## src/rtl/core/shallow_water_grid_step_macros.svh

```systemverilog
// Assertion macros shared by the shallow water grid modules.
`ifndef SHALLOW_WATER_GRID_STEP_MACROS_SVH
`define SHALLOW_WATER_GRID_STEP_MACROS_SVH

// Same-cycle implication, checked on the rising clock edge outside reset.
`define SWG_ASSERT_NOW(label, ante, cons, msg) \
    label: assert property (@(posedge i_clk) disable iff (!i_rst_n) (ante) |-> (cons)) \
        else $error(msg);

// Next-cycle implication, checked on the rising clock edge outside reset.
`define SWG_ASSERT_NEXT(label, ante, cons, msg) \
    label: assert property (@(posedge i_clk) disable iff (!i_rst_n) (ante) |=> (cons)) \
        else $error(msg);

`endif

```

## src/rtl/core/swg_pkg.sv

```systemverilog
// Types, codes and saturating Q16.16 arithmetic for the shallow water grid.
package swg_pkg;

    typedef enum logic [1:0] {
        OP_DEPOSIT = 2'd0,
        OP_STEP    = 2'd1,
        OP_READ    = 2'd2,
        OP_NONE    = 2'd3
    } t_op;

    typedef enum logic [1:0] {
        K_DEPOSIT = 2'd0,
        K_STEP    = 2'd1,
        K_READ    = 2'd2,
        K_NOP     = 2'd3
    } t_kind;

    localparam logic [1:0] CFG_VEL  = 2'd0;
    localparam logic [1:0] CFG_HGT  = 2'd1;
    localparam logic [1:0] CFG_DAMP = 2'd2;

    localparam int CFG_W = 31;
    localparam logic [16:0] DAMP_RESET = 17'd65536;
    localparam int Q_DEPTH = 2;

    localparam logic signed [31:0] S32_MAX = 32'sh7fff_ffff;
    localparam logic signed [31:0] S32_MIN = 32'sh8000_0000;

    typedef struct packed {
        logic [1:0]         op;
        logic [5:0]         col;
        logic [5:0]         row;
        logic signed [31:0] amount;
    } t_in;

    typedef struct packed {
        logic signed [31:0] height;
        logic signed [31:0] vel_x;
        logic signed [31:0] vel_y;
        logic               saturated;
    } t_out;

    typedef struct packed {
        t_kind              kind;
        logic [5:0]         col;
        logic [5:0]         row;
        logic signed [31:0] amount;
    } t_cmd;

    typedef struct packed {
        logic               sat;
        logic signed [31:0] val;
    } t_sat_val;

    function automatic t_sat_val f_sat33(input logic signed [32:0] x);
        t_sat_val r;
        r.sat = (x[32] != x[31]);
        r.val = r.sat ? (x[32] ? S32_MIN : S32_MAX) : $signed(x[31:0]);
        return r;
    endfunction

    function automatic t_sat_val f_add(input logic signed [31:0] a,
                                       input logic signed [31:0] b);
        logic [32:0] s;
        s = {a[31], a} + {b[31], b};
        return f_sat33($signed(s));
    endfunction

    function automatic t_sat_val f_sub(input logic signed [31:0] a,
                                       input logic signed [31:0] b);
        logic [32:0] s;
        s = {a[31], a} - {b[31], b};
        return f_sat33($signed(s));
    endfunction

    // Unsigned coefficient times signed value, rounded half up, saturated.
    function automatic t_sat_val f_qmul(input logic [31:0] coef,
                                        input logic signed [31:0] b);
        logic signed [64:0] p;
        logic [48:0]        q;
        t_sat_val           r;
        p = $signed({1'b0, coef}) * b;
        p = p + 65'sd32768;
        q = p[64:16];
        r.sat = !((&q[48:31]) || !(|q[48:31]));
        r.val = r.sat ? (q[48] ? S32_MIN : S32_MAX) : $signed(q[31:0]);
        return r;
    endfunction

endpackage

```

## src/rtl/core/swg_front.sv

```systemverilog
// Input stage: takes item transfers, checks the cell and classifies the command.
module swg_front #(
    parameter int GRID_N = 63
) (
    input  logic          i_clk,
    input  logic          i_rst_n,
    input  logic          i_in_valid,
    output logic          o_in_stall,
    input  swg_pkg::t_in  i_in,
    output logic          o_push,
    output swg_pkg::t_cmd o_cmd,
    input  logic          i_full
);
    import swg_pkg::*;

    logic  r_valid;
    t_cmd  r_cmd;
    t_cmd  w_dec;
    logic  w_inside;
    logic  w_accept;

    assign w_inside = (32'(i_in.col) <= GRID_N) && (32'(i_in.row) <= GRID_N);

    always_comb begin
        w_dec.col    = i_in.col;
        w_dec.row    = i_in.row;
        w_dec.amount = i_in.amount;
        case (i_in.op)
            OP_DEPOSIT: w_dec.kind = w_inside ? K_DEPOSIT : K_NOP;
            OP_STEP:    w_dec.kind = K_STEP;
            OP_READ:    w_dec.kind = w_inside ? K_READ : K_NOP;
            default:    w_dec.kind = K_NOP;
        endcase
    end

    assign o_in_stall = r_valid && i_full;
    assign w_accept   = i_in_valid && !o_in_stall;
    assign o_push     = r_valid && !i_full;
    assign o_cmd      = r_cmd;

    always_ff @(posedge i_clk) begin
        if (!i_rst_n) begin
            r_valid <= 1'b0;
        end else if (w_accept) begin
            r_valid <= 1'b1;
        end else if (o_push) begin
            r_valid <= 1'b0;
        end
    end

    always_ff @(posedge i_clk) begin
        if (w_accept) begin
            r_cmd <= w_dec;
        end
    end

endmodule

```

## config.mk

```make
export PLATFORM = sky130hd
export DESIGN_NAME = swg_front
export DESIGN_NICKNAME = d
export VERILOG_FILES = /design/src/rtl/core/shallow_water_grid_step_macros.svh /design/src/rtl/core/swg_pkg.sv /design/src/rtl/core/swg_front.sv
export SDC_FILE = /design/constraint.sdc
export NUM_CORES = 1
export LEC_CHECK = 0
export ABC_AREA = 1
export BUFFER_PORTS_ARGS = -buffer_cell sky130_fd_sc_hd__buf_2
export CAP_MARGIN = 5
export CELL_PAD_IN_SITES_DETAIL_PLACEMENT = 1
export CELL_PAD_IN_SITES_GLOBAL_PLACEMENT = 2
export CORE_UTILIZATION = 26
export CTS_CLUSTER_SIZE = 40
export DETAILED_ROUTE_END_ITERATION = 16
export PLACE_DENSITY_LB_ADDON = 0.1
export SYNTH_ARGS = -nofsm -noshare
export SYNTH_HDL_FRONTEND = slang
export SYNTH_SLANG_ARGS = --single-unit
```

## constraint.sdc

```tcl
create_clock -name i_clk -period 3.2 [get_ports i_clk]
set_input_delay 0.48 -clock i_clk [delete_from_list [all_inputs] [get_ports i_clk]]
set_output_delay 0.48 -clock i_clk [all_outputs]
set_load 0.02 [all_outputs]
```

==> out/metrics.yaml <==
gp_congestion: 0.651
max_slew.worst_pin.slew_ns: 0.572
worstPathCellList: "nand2_2 > inv_2 > buf_2"
clockBufferDepth: 2
rrSetupSlack_ns: 1.81
portBuffers: 97
die_w_um: 76.6
min_from: "i_in[24]"
r2r-end: "o_cmd[13]$_DFFE_PP_"
critical_path_required_ns: 2.72
period_minus_slack_ns: 1.45
wl_per_cell_um: 12.7
clock_latency_ns: 0.29
whs_ns: 0.359
hold_depth: 1
synth_xor_area_share_pct: 0
period_share_pct: 45.4
drc: 0
r2r_start: "r_valid$_SDFFE_PN0P_"
status: "completed"
fin_total_pwr_mw: 1.18
synth_area_per_cell_sq_um: 25.4
final.fill_count: 565
grt.overflow.total: 0
core_sq_mm: 0.00524
synth_cell_types: 8
holdBufCountCts: 0
ir_drop_mv: 0.193
route.vias.total: 903
max_stage_delay_ns: 0.36
syn_nets: 107
arrival_ns: 0.97
start_kind: "flop"
antenna_found_initial: 0
finalNetCount: 210
slew_viol_final: 0
timing.setup.critical_path_class: "reg2out"
cts_made_buffers: 5
via_per_inst: 3.91
synth_mux_area_share_pct: 0
hold_viol: 0
first_global_vias: 948
ys_warn_count: 0
path_clk_slew_ns: 0.08
ys_ff_latch: 47
relSlewSlack_pct: 61.8
synth_cells: 57
initialDrtViolationCount: 24
leakage_nw: 0.912
synthSimpleGateAreaFrac_pct: 0.952
post_cts_buffers: 0
area_growth_pct: 45.7
cts_root_buf: "clkbuf_8"
hold_path_class: "in2reg"
rsz0062_at_grt: "no"
maxCapViolations: 0
min_to: "o_cmd[24]$_DFFE_PP_"
die_y_um: 76.6
synth_top_family_by_area: "buffers and inverters"
synth_compound_gate_area_share_pct: 0.606
cts_htree_levels: 2
tns_ns: 0
initial_core_util_pct: 27.6
dp.cells: 223
grt_util_all_layers_pct: 10.5
cts_resized: 0
first_pass_iters: 3
antenna_left: 0
maxUsedRoutingLayer: "met4"
die_area_sq_mm: 0.00587
route.met3.wl_um: 282
cts_tree: "built"
io_pins: 98
fin_cells: 231
drive_gt1_share_pct: 66.5
drt-total-wl_mm: 2.93
fmax_mhz: 689
met2_length_mm: 1.56
dp_hpwl_mm: 2.17
power.density_mw_per_mm2: 560
cts.sinks: 47
insertedDiodeCount: 0
crit_slowest_cell: "dfxtp_1"
clock_skew_ns: 0.00518
setup_viol: 0
ys_seq_area_share_pct: 96.9
r2r_cells: 4
synth_adder_area_share_pct: 0
grt_start_max_net_pins: 47
grt_pass1_wl_mm: 4.55
syn_area_sq_mm: 0.00145
crit_path_end_kind: "primary output"
wl_met1_mm: 1.04
crit_fanout: 2
rows: 26
-- state kept, by name (all words and copies together) (netlist names) --
register / count
o_cmd: 46
r_valid: 1
-- per-layer routing --
layer / global-route usage (%) / up-vias
met4: 5.19 / 0
met3: 4.79 / 5
li1: - / 417
met2: 18.5 / 58
met1: 10.5 / 423
met5: 0 / -
-- logic make-up (layout without fill, tap and decap cells) --
group	Yosys count	count (layout)
buf+inv	6	110
flops	47	47
compound gates	1	1
simple gates	3	3
-- area by class of cell --
type,count,area [sq um],share of cell area (%)
flip-flops and latches,47,1400,66.5
inverters,4,15.0,0.713
well taps,70,87.6,4.16
clock buffers,6,72.6,3.44
multi-input cells,4,30.0,1.43
repair buffers,98,493,23.4
clock inverters,2,7.51,0.356
-- synthesized netlist by cell type --
library cell,n,area (sq um)
nor2_1,2,7.51
edfxtp_1,46,1380
a21oi_2,1,8.76
inv_1,3,11.3
inv_2,1,3.75
dfxtp_1,1,20.0
clkbuf_1,2,7.51
nand2_2,1,6.26
-- report_power, final --
group / internal [mW] / leakage [nW] / switching [mW]
logic: 0.0458 / 0.418 / 0.0805
registers: 0.718 / 0.453 / 0.00780
clock network: 0.149 / 0.0403 / 0.178
total: 0.913 / 0.912 / 0.266
-- critical path, delay by kind of cell (launching register included) --
family                 cells  cell delay [ns]
flip-flops                 1             0.36
buffers and inverters      2             0.24
AND/OR/NAND/NOR            1             0.08
-- worst max path at each step --
stage / from / endpoint / slack [ns] / depth (start not counted)
finish: r_valid$_SDFFE_PN0P_ / o_in_stall / 1.75 / 3
global placement: i_full / o_cmd[42]$_DFFE_PP_ / 1.57 / 5
detailed placement: i_full / o_cmd[25]$_DFFE_PP_ / 1.51 / 5
CTS: r_valid$_SDFFE_PN0P_ / o_in_stall / 1.73 / 3
global route: r_valid$_SDFFE_PN0P_ / o_in_stall / 1.70 / 3
floorplan: i_full / o_cmd[0]$_DFFE_PP_ / 0.19 / 3
-- cells in the final DEF, fill, tap and decap left out --
cell type  instances
buf_4              1
inv_1              3
nor2_1             1
clkbuf_1           1
nand2_2            1
buf_2             97
nor2_4             1
dfxtp_1            1
clkinv_1           2
edfxtp_1          46
clkbuf_8           5
a21oi_2            1
inv_2              1
-- per-stage QoR --
stage	utilization, %	setup slack, ns	cell area (sq um)
finish	40.2	1.75	2110
global route	40.2	1.70	2110
CTS	40.2	1.73	2110
floorplan	-	0.187	1450
global placement	38.7	1.57	2030
detailed placement	38.7	1.51	2030
Note: power is estimated with default switching activity, not from simulation.
