--- src/rtl/core/shallow_water_grid_step_macros.svh ---
// Assertion macros shared by the shallow water grid modules.
`ifndef SHALLOW_WATER_GRID_STEP_MACROS_SVH
`define SHALLOW_WATER_GRID_STEP_MACROS_SVH

// Same-cycle implication, checked on the rising clock edge outside reset.
`define SWG_ASSERT_NOW(label, ante, cons, msg) \
    label: assert property (@(posedge i_clk) disable iff (!i_rst_n) (ante) |-> (cons)) \
        else $error(msg);

// Next-cycle implication, checked on the rising clock edge outside reset.
`define SWG_ASSERT_NEXT(label, ante, cons, msg) \
    label: assert property (@(posedge i_clk) disable iff (!i_rst_n) (ante) |=> (cons)) \
        else $error(msg);

`endif

--- src/rtl/core/swg_pkg.sv ---
// Types, codes and saturating Q16.16 arithmetic for the shallow water grid.
package swg_pkg;

    typedef enum logic [1:0] {
        OP_DEPOSIT = 2'd0,
        OP_STEP    = 2'd1,
        OP_READ    = 2'd2,
        OP_NONE    = 2'd3
    } t_op;

    typedef enum logic [1:0] {
        K_DEPOSIT = 2'd0,
        K_STEP    = 2'd1,
        K_READ    = 2'd2,
        K_NOP     = 2'd3
    } t_kind;

    localparam logic [1:0] CFG_VEL  = 2'd0;
    localparam logic [1:0] CFG_HGT  = 2'd1;
    localparam logic [1:0] CFG_DAMP = 2'd2;

    localparam int CFG_W = 31;
    localparam logic [16:0] DAMP_RESET = 17'd65536;
    localparam int Q_DEPTH = 2;

    localparam logic signed [31:0] S32_MAX = 32'sh7fff_ffff;
    localparam logic signed [31:0] S32_MIN = 32'sh8000_0000;

    typedef struct packed {
        logic [1:0]         op;
        logic [5:0]         col;
        logic [5:0]         row;
        logic signed [31:0] amount;
    } t_in;

    typedef struct packed {
        logic signed [31:0] height;
        logic signed [31:0] vel_x;
        logic signed [31:0] vel_y;
        logic               saturated;
    } t_out;

    typedef struct packed {
        t_kind              kind;
        logic [5:0]         col;
        logic [5:0]         row;
        logic signed [31:0] amount;
    } t_cmd;

    typedef struct packed {
        logic               sat;
        logic signed [31:0] val;
    } t_sat_val;

    function automatic t_sat_val f_sat33(input logic signed [32:0] x);
        t_sat_val r;
        r.sat = (x[32] != x[31]);
        r.val = r.sat ? (x[32] ? S32_MIN : S32_MAX) : $signed(x[31:0]);
        return r;
    endfunction

    function automatic t_sat_val f_add(input logic signed [31:0] a,
                                       input logic signed [31:0] b);
        logic [32:0] s;
        s = {a[31], a} + {b[31], b};
        return f_sat33($signed(s));
    endfunction

    function automatic t_sat_val f_sub(input logic signed [31:0] a,
                                       input logic signed [31:0] b);
        logic [32:0] s;
        s = {a[31], a} - {b[31], b};
        return f_sat33($signed(s));
    endfunction

    // Unsigned coefficient times signed value, rounded half up, saturated.
    function automatic t_sat_val f_qmul(input logic [31:0] coef,
                                        input logic signed [31:0] b);
        logic signed [64:0] p;
        logic [48:0]        q;
        t_sat_val           r;
        p = $signed({1'b0, coef}) * b;
        p = p + 65'sd32768;
        q = p[64:16];
        r.sat = !((&q[48:31]) || !(|q[48:31]));
        r.val = r.sat ? (q[48] ? S32_MIN : S32_MAX) : $signed(q[31:0]);
        return r;
    endfunction

endpackage

--- src/rtl/core/swg_queue.sv ---
// Short command queue between the input stage and the grid engine.
`include "shallow_water_grid_step_macros.svh"
module swg_queue (
    input  logic          i_clk,
    input  logic          i_rst_n,
    input  logic          i_push,
    input  swg_pkg::t_cmd i_cmd,
    output logic          o_full,
    output logic          o_valid,
    output swg_pkg::t_cmd o_cmd,
    input  logic          i_pop
);
    import swg_pkg::*;

    localparam int PW = $clog2(Q_DEPTH);

    t_cmd          r_q [Q_DEPTH];
    logic [PW-1:0] r_wp;
    logic [PW-1:0] r_rp;
    logic [PW:0]   r_cnt;

    assign o_full  = (r_cnt == (PW+1)'(Q_DEPTH));
    assign o_valid = (r_cnt != '0);
    assign o_cmd   = r_q[r_rp];

    always_ff @(posedge i_clk) begin
        if (!i_rst_n) begin
            r_wp  <= '0;
            r_rp  <= '0;
            r_cnt <= '0;
        end else begin
            if (i_push) begin
                r_wp <= r_wp + PW'(1);
            end
            if (i_pop) begin
                r_rp <= r_rp + PW'(1);
            end
            if (i_push && !i_pop) begin
                r_cnt <= r_cnt + (PW+1)'(1);
            end else if (i_pop && !i_push) begin
                r_cnt <= r_cnt - (PW+1)'(1);
            end
        end
    end

    always_ff @(posedge i_clk) begin
        if (i_push) begin
            r_q[r_wp] <= i_cmd;
        end
    end

    `SWG_ASSERT_NOW(a_no_overflow, i_push, !o_full || i_pop, "queue push while full")
    `SWG_ASSERT_NOW(a_no_underflow, i_pop, o_valid, "queue pop while empty")

endmodule

--- config.mk ---
export PLATFORM = sky130hd
export DESIGN_NAME = swg_queue
export DESIGN_NICKNAME = d
export VERILOG_FILES = /design/src/rtl/core/swg_pkg.sv /design/src/rtl/core/swg_queue.sv
export VERILOG_INCLUDE_DIRS = /design/src /design/src/rtl/core
export SDC_FILE = /design/constraint.sdc
export NUM_CORES = 1
export LEC_CHECK = 0
export ABC_AREA = 1
export ABC_CLOCK_PERIOD_IN_PS = 4050
export BUFFER_PORTS_ARGS = -buffer_cell sky130_fd_sc_hd__buf_2
export CAP_MARGIN = 15
export CORE_MARGIN = 2
export CORE_UTILIZATION = 37
export DETAILED_ROUTE_END_ITERATION = 16
export GPL_ROUTABILITY_DRIVEN = 0
export GPL_TIMING_DRIVEN = 0
export PLACE_DENSITY = 0.66
export SYNTH_ARGS = -nofsm -noshare
export SYNTH_HDL_FRONTEND = slang
export SYNTH_SLANG_ARGS = --single-unit
--- constraint.sdc ---
create_clock -name i_clk -period 4.05 [get_ports i_clk]
set_input_delay 0 -clock i_clk [delete_from_list [all_inputs] [get_ports i_clk]]
set_output_delay 0 -clock i_clk [all_outputs]
set_load 0.05 [all_outputs]
==> results of run 1 <==
[stage by stage]
stage / utilization (%) / cells
global placement: 44.8 / 408
floorplan: - / 178
finish: 52.4 / 475
CTS: 52.4 / 475
global route: 52.4 / 475
detailed placement: 45.3 / 410
[state kept, by name, indices dropped and copies added (netlist names), named ones only]
name / cells
r_cnt: 2
r_q: 92
r_rp: 1
r_wp: 1
[layer usage]
layer / global-route usage [%] / routed length, um
met4: 7.43 / 159
met2: 20.3 / 3210
met3: 2.81 / 272
met1: 12.8 / 2560
met5: 0 / 0
[cell families after synthesis]
group,Yosys count,share of synthesized area (%)
AND/OR/NAND/NOR,19,2.00
AO/OA/AOI/OAI,2,0.267
multiplexers,46,17.8
adder cells (fa/ha/maj),1,0.334
buffers and inverters,13,3.24
flip-flops,97,76.3
[where the power goes]
| group | switching (mW) | leakage, nW | total, mW | internal, mW |
|---|---|---|---|---|
| clock network | 0.310 | 0.108 | 0.654 | 0.345 |
| logic | 0.257 | 1.07 | 0.418 | 0.161 |
| registers | 0.0137 | 0.905 | 1.17 | 1.16 |
| total | 0.580 | 2.08 | 2.24 | 1.66 |
[cell type report]
| cell class | count | share of cell area, % |
|---|---|---|
| multi-input combinational | 68 | 15.0 |
| clock buffer | 10 | 2.48 |
| buffer | 5 | 1.77 |
| sequential | 97 | 55.6 |
| clock inverter | 6 | 1.60 |
| inverter | 8 | 0.583 |
| tap | 133 | 3.23 |
| timing repair buffer | 148 | 19.7 |
[layout by cell type, fill, tap and decap left out]
cell,netlist,final
buf_2,0,97
edfxtp_1,92,92
dlygate4sd3_1,0,49
mux2_4,40,40
nand2_1,9,9
clkbuf_8,0,9
inv_1,8,7
nor2_1,8,7
buf_12,4,6
mux2_2,6,6
dfxtp_1,5,5
clkinv_2,0,2
bufinv_16,0,2
buf_6,1,1
inv_2,0,1
nor2_4,0,1
o21ai_0,1,1
a21oi_1,1,1
nand3_1,1,1
nand4_1,1,1
ha_1,1,1
clkbuf_1,0,1
clkinv_1,0,1
clkinv_4,0,1
[final timing paths]
kind,start,slack [ps],to
max,flip-flop,2480,o_cmd[12]
min,i_cmd[31],360,r_q[0][31]
max reg2reg,r_wp,2490,r_q[0][24]
min reg2reg,r_rp,510,r_rp
[cell usage after synthesis]
| cell | count | area (um^2) |
|---|---|---|
| edfxtp_1 | 92 | 2760 |
| mux2_2 | 6 | 67.6 |
| nand2_1 | 9 | 33.8 |
| buf_6 | 1 | 11.3 |
| inv_1 | 8 | 30.0 |
| nor2_1 | 8 | 30.0 |
| o21ai_0 | 1 | 5.00 |
| mux2_4 | 40 | 601 |
| a21oi_1 | 1 | 5.00 |
| nand3_1 | 1 | 5.00 |
| ha_1 | 1 | 12.5 |
| nand4_1 | 1 | 6.26 |
| dfxtp_1 | 5 | 100 |
| buf_12 | 4 | 80.1 |
[repair_timing]
item / CTS / global route
setup endpoints to repair: 0 / 0
hold buffers: 49 / 0
hold endpoints to repair: 97 / 0
==> impl_metrics.json, run 1 <==
{
  "status": "completed",
  "synth-seq-cells": 97,
  "power.total_mw": 2.24,
  "cts_resized": 0,
  "startpoint_type": "flip-flop",
  "cap_violations": 0,
  "power_leakage_nw": 2.08,
  "hpwl_mm": 3.95,
  "drcViolationCount": 0,
  "multi_input_area_um2": 773,
  "cp.depth": 4,
  "worstMarginPinSlew_ps": 782,
  "period_share_pct": 38.7,
  "ios": 98,
  "avgSynthCellArea_um2": 21.1,
  "core_area_um2": 9820,
  "start_util_pct": 38.2,
  "finClkSkew_ps": 11.3,
  "drv_slew": 0,
  "ys_types": 14,
  "syn-num-nets": 229,
  "rsz0062_at_grt": "false",
  "cp_slowest_cell": "dfxtp_1",
  "finalSetupViolCount": 0,
  "holdWs_ps": 359,
  "critPathRequiredTime_ps": 4050,
  "areaGrowthSynthToFinish_pct": 37.3,
  "drive_above_1_share_pct": 48.5,
  "antenna_found_initial": 0,
  "n_fill_cell": 830,
  "slowest_delay_ps": 330,
  "ys_seq_area_share_pct": 76.3,
  "worstSetupPathType": "reg2out",
  "htree_levels": 3,
  "grt-ovfl-total": 0,
  "syn_inst": 178,
  "grt_pass1_vias": 2059,
  "die_height_um": 105,
  "path_buf_inv": 3,
  "cts_made_buffers": 9,
  "drt_iter0_markers": 39,
  "postCtsSetupBuffers": 0,
  "clk_latency_ps": 350,
  "cp_top_family": "buffers and inverters",
  "crit_fanout": 10,
  "n_antenna_cell": 0,
  "post-place-ws_ps": 2450,
  "dr.pass1.iters": 3,
  "hold_viol_final": 0,
  "whs_path_depth": 2,
  "post-route-min-period_ps": 1570,
  "die_w_um": 105,
  "setup_slack_ps": 2480,
  "vdd_ir_drop_max_v": 0.000198,
  "ant_nets": 0,
  "ff2ff_path_depth": 2,
  "grt_max_degree": 34,
  "powerDensity_nw_per_um2": 435,
  "wire_per_inst_um": 13.0,
  "stdcell_area_um2": 5150,
  "clockRootBuffer": "clkbuf_8",
  "placementRows": 36,
  "grtUsageTotal_pct": 11.7,
  "tritoncts": "done",
  "endpoint_kind": "primary output",
  "max_slew_margin_pct": 47.7,
  "viasPerCell": 4.27,
  "nets": 388,
  "arrival_ps": 1570,
  "numPortBuffers": 97,
  "yosysWarnings": 0,
  "hold_class": "in2reg",
  "cts_max_path_buffers": 2,
  "grt_pass1_wl_mm": 9.67,
  "via_count": 2027,
  "die_area_um2": 11000,
  "fmax_ghz": 0.639,
  "netlist_area_um2": 3750,
  "crit_chain": "buf_6, buf_12, mux2_4, buf_2",
  "clkTransAtPathRegs_ps": 80,
  "setup_tns_ps": 0,
  "routed_wl_mm": 6.20,
  "placed_area_um2": 4450,
  "seq_area_um2": 2860,
  "clkSinkCount": 97
}
Note: power is estimated with default switching activity, not from simulation.
==> run 2: changes to the inputs <==
--- a/config.mk
+++ b/config.mk
@@ -7,7 +7,7 @@
 export NUM_CORES = 1
 export LEC_CHECK = 0
 export ABC_AREA = 1
-export ABC_CLOCK_PERIOD_IN_PS = 4050
+export ABC_CLOCK_PERIOD_IN_PS = 1300
 export BUFFER_PORTS_ARGS = -buffer_cell sky130_fd_sc_hd__buf_2
 export CAP_MARGIN = 15
 export CORE_MARGIN = 2
@@ -15,7 +15,7 @@
 export DETAILED_ROUTE_END_ITERATION = 16
 export GPL_ROUTABILITY_DRIVEN = 0
 export GPL_TIMING_DRIVEN = 0
-export PLACE_DENSITY = 0.66
+export PLACE_DENSITY = 0.69
 export SYNTH_ARGS = -nofsm -noshare
 export SYNTH_HDL_FRONTEND = slang
 export SYNTH_SLANG_ARGS = --single-unit
==> constraint.sdc (replaced) <==
create_clock -name i_clk -period 1.3 [get_ports i_clk]
set_input_delay 0 -clock i_clk [delete_from_list [all_inputs] [get_ports i_clk]]
set_output_delay 0 -clock i_clk [all_outputs]
set_load 0.05 [all_outputs]
==> run 2 against run 1 <==
  * The run now ends with setup timing left
  * Non-clock buffer count increased by 6
  * Worst hold slack got worse by 2.1 ps
  * Die area unchanged
  * Sequential cell count unchanged
  * Via count increased by 4.0%
  * Sequential power increased to 3.1 times the previous value
  * Setup slack got worse by 2600 ps
  * Combinational power increased to 3.8 times the previous value
  * Global-route usage increased by 1.7 points
  * First-iteration DRC count increased by 64%
  * Register-to-register slack got worse by 2400 ps
==> impl_metrics.json, run 2 (synthesis gave the netlist of run 1 again) <==
{
  "status": "complete, but fails checks",
  "violations": "setup timing",
  "use_met2_pct": 23.5,
  "worstMarginPinSlew_ps": 342,
  "layout_commonest_cell": "edfxtp_1",
  "clkSinkCount": 97,
  "drcViolationCount": 0,
  "grt_max_degree": 29,
  "clockRootBuffer": "clkbuf_8",
  "grt_pass1_wl_mm": 11.1,
  "hold_viol_final": 0,
  "areaGrowthSynthToFinish_pct": 49.5,
  "period_share_pct": 113,
  "cts_max_path_buffers": 2,
  "htree_levels": 3,
  "clkTransAtPathRegs_ps": 90,
  "die_w_um": 105,
  "ant_nets": 0,
  "use_met1_pct": 15.5,
  "powerDensity_nw_per_um2": 1330,
  "post-place-ws_ps": -647,
  "tritoncts": "done",
  "max_slew_margin_pct": 77.1,
  "routed_wl_mm": 7.23,
  "grt_pass1_vias": 2166,
  "top_usage_layer": "met2",
  "fin_util_pct": 57.1,
  "finClkSkew_ps": 8.78,
  "via_count": 2109,
  "setup_slack_ps": -166,
  "rr_endpoint": "r_q[1][29]",
  "antenna_found_initial": 0,
  "power.total_mw": 7.48,
  "whs_path_depth": 2,
  "met3_usage_pct": 2.99,
  "reg.largest.list": "r_q (92), r_cnt (2)",
  "drt_iter0_markers": 64,
  "die_area_um2": 11000,
  "layout_common_cells": "edfxtp_1, buf_2, dlygate4sd3_1, mux2_4, buf_6",
  "setup_tns_ps": -7230,
  "dp_cells": 409,
  "ff2ff_path_depth": 2,
  "hpwl_mm": 3.99,
  "worstSetupPathType": "reg2out",
  "cap_violations": 0,
  "critPathRequiredTime_ps": 1300,
  "crit_fanout": 10,
  "vdd_ir_drop_max_v": 0.000738,
  "fin_cells": 484,
  "largest_reg_flops": 92,
  "clk_latency_ps": 350,
  "stdcell_area_um2": 5610,
  "placed_area_um2": 4440,
  "grtUsageTotal_pct": 13.4,
  "min_from": "i_cmd[14]",
  "placementRows": 36,
  "min_to": "r_q[0][14]",
  "reg2reg_slack_ps": 90,
  "ios": 98,
  "numPortBuffers": 97,
  "n_antenna_cell": 0,
  "dr.pass1.iters": 4,
  "drive_above_1_share_pct": 50.7,
  "grt-ovfl-total": 0,
  "holdWs_ps": 357,
  "core_area_um2": 9820,
  "rr_startpoint": "r_wp",
  "n_fill_cell": 779,
  "post-route-min-period_ps": 1470,
  "start_util_pct": 38.2,
  "fmax_ghz": 0.682,
  "cts_made_buffers": 9,
  "power_leakage_nw": 2.25,
  "endpoint_kind": "primary output",
  "rsz0062_at_grt": "true",
  "hold_class": "in2reg",
  "arrival_ps": 1470,
  "drv_slew": 0,
  "startpoint_type": "flip-flop",
  "finalSetupViolCount": 46,
  "viasPerCell": 4.36,
  "wire_per_inst_um": 14.9,
  "die_height_um": 105,
  "regMostFlops": "r_q",
  "nets": 397
}
[run 2: changes by cell type in the layout (fill, tap and decap cells not counted), sizes merged]
cell	before	now
inv	8	7
bufinv	2	3
buf	104	110
clkinvlp	0	5
clkinv	4	2
[run 2: critical path, cell delays in order, from the launching register on]
cell	delay (ps)
dfxtp_4	360
buf_12	130
buf_12	150
mux2_4	310
buf_6	150
[run 2: power breakdown]
| part | internal, mW | switching [mW] |
|---|---|---|
| logic | 0.712 | 0.863 |
| clock network | 1.27 | 0.981 |
| registers | 3.60 | 0.0480 |
[run 2: worst max path at each step]
stage	from	endpoint	slack, ps	cells after the start
after floorplan	r_wp	r_q[1][0]	-150	2
after global placement	r_wp	r_q[1][35]	-590	2
after detailed placement	r_wp	r_q[1][39]	-650	2
after CTS	flip-flop	o_cmd[28]	-200	4
after global routing	flip-flop	o_cmd[28]	-230	4
final	flip-flop	o_cmd[28]	-170	4
[run 2: area by class of cell]
type                       count  area, um^2  share of cell area, %
multi-input combinational     68         803                   14.3
tap                          133         166                   2.97
timing repair buffer         154        1380                   24.6
timing repair inverter         3        22.5                  0.402
buffer                         5         100                   1.79
clock inverter                 6         106                   1.90
sequential                    97        2870                   51.1
inverter                       8        33.8                  0.603
clock buffer                  10         128                   2.28
[run 2: repair_timing]
item                                    4_1_cts  5_1_grt
endpoints found under the hold margin        97        0
hold buffers                                 49        0
buffers inserted                              5        1
endpoints found under the setup margin      120       46
pin swaps                                     1        0
cloned                                        4        0
resized for setup                           109        4
[run 2: layer usage]
metal / part of all wire [%] / routed length [um]
met5: 0 / 0
met3: 3.9 / 282
met2: 52 / 3800
met4: 1.8 / 133
met1: 42 / 3020
==> run 3: changes to the inputs <==
--- a/config.mk
+++ b/config.mk
@@ -7,15 +7,16 @@
 export NUM_CORES = 1
 export LEC_CHECK = 0
 export ABC_AREA = 1
-export ABC_CLOCK_PERIOD_IN_PS = 1300
+export ABC_CLOCK_PERIOD_IN_PS = 1550
 export BUFFER_PORTS_ARGS = -buffer_cell sky130_fd_sc_hd__buf_2
 export CAP_MARGIN = 15
 export CORE_MARGIN = 2
 export CORE_UTILIZATION = 37
+export CTS_BUF_LIST = sky130_fd_sc_hd__clkbuf_2
 export DETAILED_ROUTE_END_ITERATION = 16
 export GPL_ROUTABILITY_DRIVEN = 0
 export GPL_TIMING_DRIVEN = 0
-export PLACE_DENSITY = 0.69
+export PLACE_DENSITY = 0.66
 export SYNTH_ARGS = -nofsm -noshare
 export SYNTH_HDL_FRONTEND = slang
 export SYNTH_SLANG_ARGS = --single-unit
==> constraint.sdc (replaced) <==
create_clock -name i_clk -period 1.55 [get_ports i_clk]
set_input_delay 0 -clock i_clk [delete_from_list [all_inputs] [get_ports i_clk]]
set_output_delay 0 -clock i_clk [all_outputs]
set_load 0.05 [all_outputs]
==> run 3 against run 2 <==
  * The run still ends with setup timing left
  * Core utilization down 2.5 points
  * Non-clock buffer count down 4
  * Largest cell class unchanged
  * Sequential cell count unchanged
  * Via count down 0.28%
  * Power down 29%
  * Worst hold slack worse by 160 ps
  * Combinational power down 19%
  * Register-to-register slack better by 80 ps
  * Critical path depth unchanged
==> impl_metrics.json, run 3 (synthesis gave the netlist of run 1 again) <==
{
  "reg.largest.list": "r_q (92), r_cnt (2)",
  "die_area_um2": 11000,
  "grt_pass1_vias": 2260,
  "die_w_um": 105,
  "dp_cells": 409,
  "vdd_ir_drop_max_v": 0.000530,
  "rsz0062_at_grt": "true",
  "clockRootBuffer": "clkbuf_2",
  "post-route-min-period_ps": 1650,
  "arrival_ps": 1650,
  "viasPerCell": 4.38,
  "grt_pass1_wl_mm": 11.3,
  "drv_slew": 0,
  "met3_usage_pct": 2.43,
  "n_fill_cell": 798,
  "finClkSkew_ps": 21.6,
  "drcViolationCount": 0,
  "period_share_pct": 107,
  "antenna_found_initial": 0,
  "start_util_pct": 38.2,
  "use_met2_pct": 24.7,
  "layout_common_cells": "edfxtp_1, buf_2, dlygate4sd3_1, buf_6, mux2_4",
  "core_area_um2": 9820,
  "routed_wl_mm": 7.20,
  "multi_input_area_um2": 782,
  "setup_tns_ps": -3740,
  "ios": 98,
  "clkSinkCount": 97,
  "grt_max_degree": 25,
  "largest_reg_flops": 92,
  "layout_commonest_cell": "edfxtp_1",
  "max_slew_margin_pct": 56.4,
  "status": "complete, but fails checks",
  "min_from": "i_cmd[21]",
  "worstMarginPinSlew_ps": 653,
  "grtUsageTotal_pct": 13.6,
  "n_antenna_cell": 0,
  "violations": "setup timing",
  "tritoncts": "done",
  "critPathRequiredTime_ps": 1550,
  "cts_max_path_buffers": 2,
  "cap_violations": 0,
  "crit_fanout": 10,
  "die_height_um": 105,
  "hold_class": "in2reg",
  "areaGrowthSynthToFinish_pct": 43.1,
  "fin_cells": 480,
  "fmax_ghz": 0.606,
  "fin_util_pct": 54.6,
  "clk_latency_ps": 500,
  "nets": 394,
  "drive_above_1_share_pct": 49.9,
  "min_to": "r_q[0][21]",
  "reg2reg_slack_ps": 170,
  "wire_per_inst_um": 15.0,
  "powerDensity_nw_per_um2": 994,
  "power_leakage_nw": 2.12,
  "endpoint_kind": "primary output",
  "placementRows": 36,
  "power.total_mw": 5.33,
  "via_count": 2103,
  "whs_path_depth": 2,
  "dr.pass1.iters": 4,
  "numPortBuffers": 97,
  "setup_slack_ps": -101,
  "hold_viol_final": 0,
  "clkTransAtPathRegs_ps": 250,
  "ant_nets": 0,
  "drt_iter0_markers": 74,
  "finalSetupViolCount": 42,
  "rr_startpoint": "r_wp",
  "top_usage_layer": "met2",
  "seq_area_um2": 2860,
  "rr_endpoint": "r_q[0][26]",
  "hpwl_mm": 3.92,
  "cts_made_buffers": 9,
  "startpoint_type": "flip-flop",
  "grt-ovfl-total": 0,
  "regMostFlops": "r_q",
  "ff2ff_path_depth": 2,
  "worstSetupPathType": "reg2out",
  "use_met1_pct": 16.0,
  "htree_levels": 3
}
## run 3: cell types whose count changed in the layout (fill, tap and decap cells not counted), moves of 3 or more
cell        delta
clkbuf_2      +10
clkbuf_8       -9
mux2_2         +6
mux2_4         -6
buf_6          +5
buf_8          -5
buf_4          -4
bufinv_16      -3
clkinvlp_4     +3
## run 3: what timing repair did
action                                 CTS  global route
setup endpoints to repair              116            46
pin swaps                                1             0
gates resized for setup                 99             1
gates cloned                             4             0
hold buffers                            50             0
endpoints found under the hold margin   97             0
setup buffers                            2             0
## run 3: worst max-delay path by stage
stage / start / endpoint / slack, ps / cells after the start
floorplan: r_wp / r_q[1][0] / 60 / 2
global placement: r_wp / r_q[1][19] / -420 / 2
detailed placement: r_wp / r_q[1][8] / -410 / 2
CTS: flip-flop / o_cmd[33] / -160 / 4
global route: flip-flop / o_cmd[0] / -200 / 4
finish: flip-flop / o_cmd[6] / -100 / 4
## run 3: layout make-up
type                            instances  area share [%]
Buffer                                  5            1.87
Clock buffer                           10           0.933
Clock inverter                          5           0.630
Inverter                                8           0.630
Multi-Input combinational cell         69            14.6
Sequential cell                        97            53.4
Tap cell                              133            3.10
Timing Repair Buffer                  150            24.5
Timing Repair inverter                  3           0.420
## run 3: per-stage QoR
step / worst slack [ps] / instance area [um^2] / hold slack [ps]
after floorplan: 61.6 / 3760 / 98.9
after global placement: -416 / 4410 / 187
after detailed placement: -415 / 4430 / 192
after CTS: -162 / 5360 / 135
after global routing: -203 / 5370 / 116
final: -101 / 5370 / 193
## run 3: worst max-delay path: stages, from the launching register on
cell     delay (ps)
dfxtp_2         390
buf_12          150
buf_12          150
mux2_4          320
buf_6           150
## run 3: power by group
group | internal (mW) | leakage, nW | switching [mW]
logic | 0.564 | 1.17 | 0.715
clock network | 0.201 | 0.0437 | 0.788
registers | 3.02 | 0.905 | 0.0394
total | 3.79 | 2.12 | 1.54
## run 3: layer usage
layer | vias up | share of wire [%]
met5 | - | 0
met4 | 0 | 1.2
met3 | 8 | 3.2
met2 | 60 | 54
met1 | 1032 | 42
li1 | 1003 | -
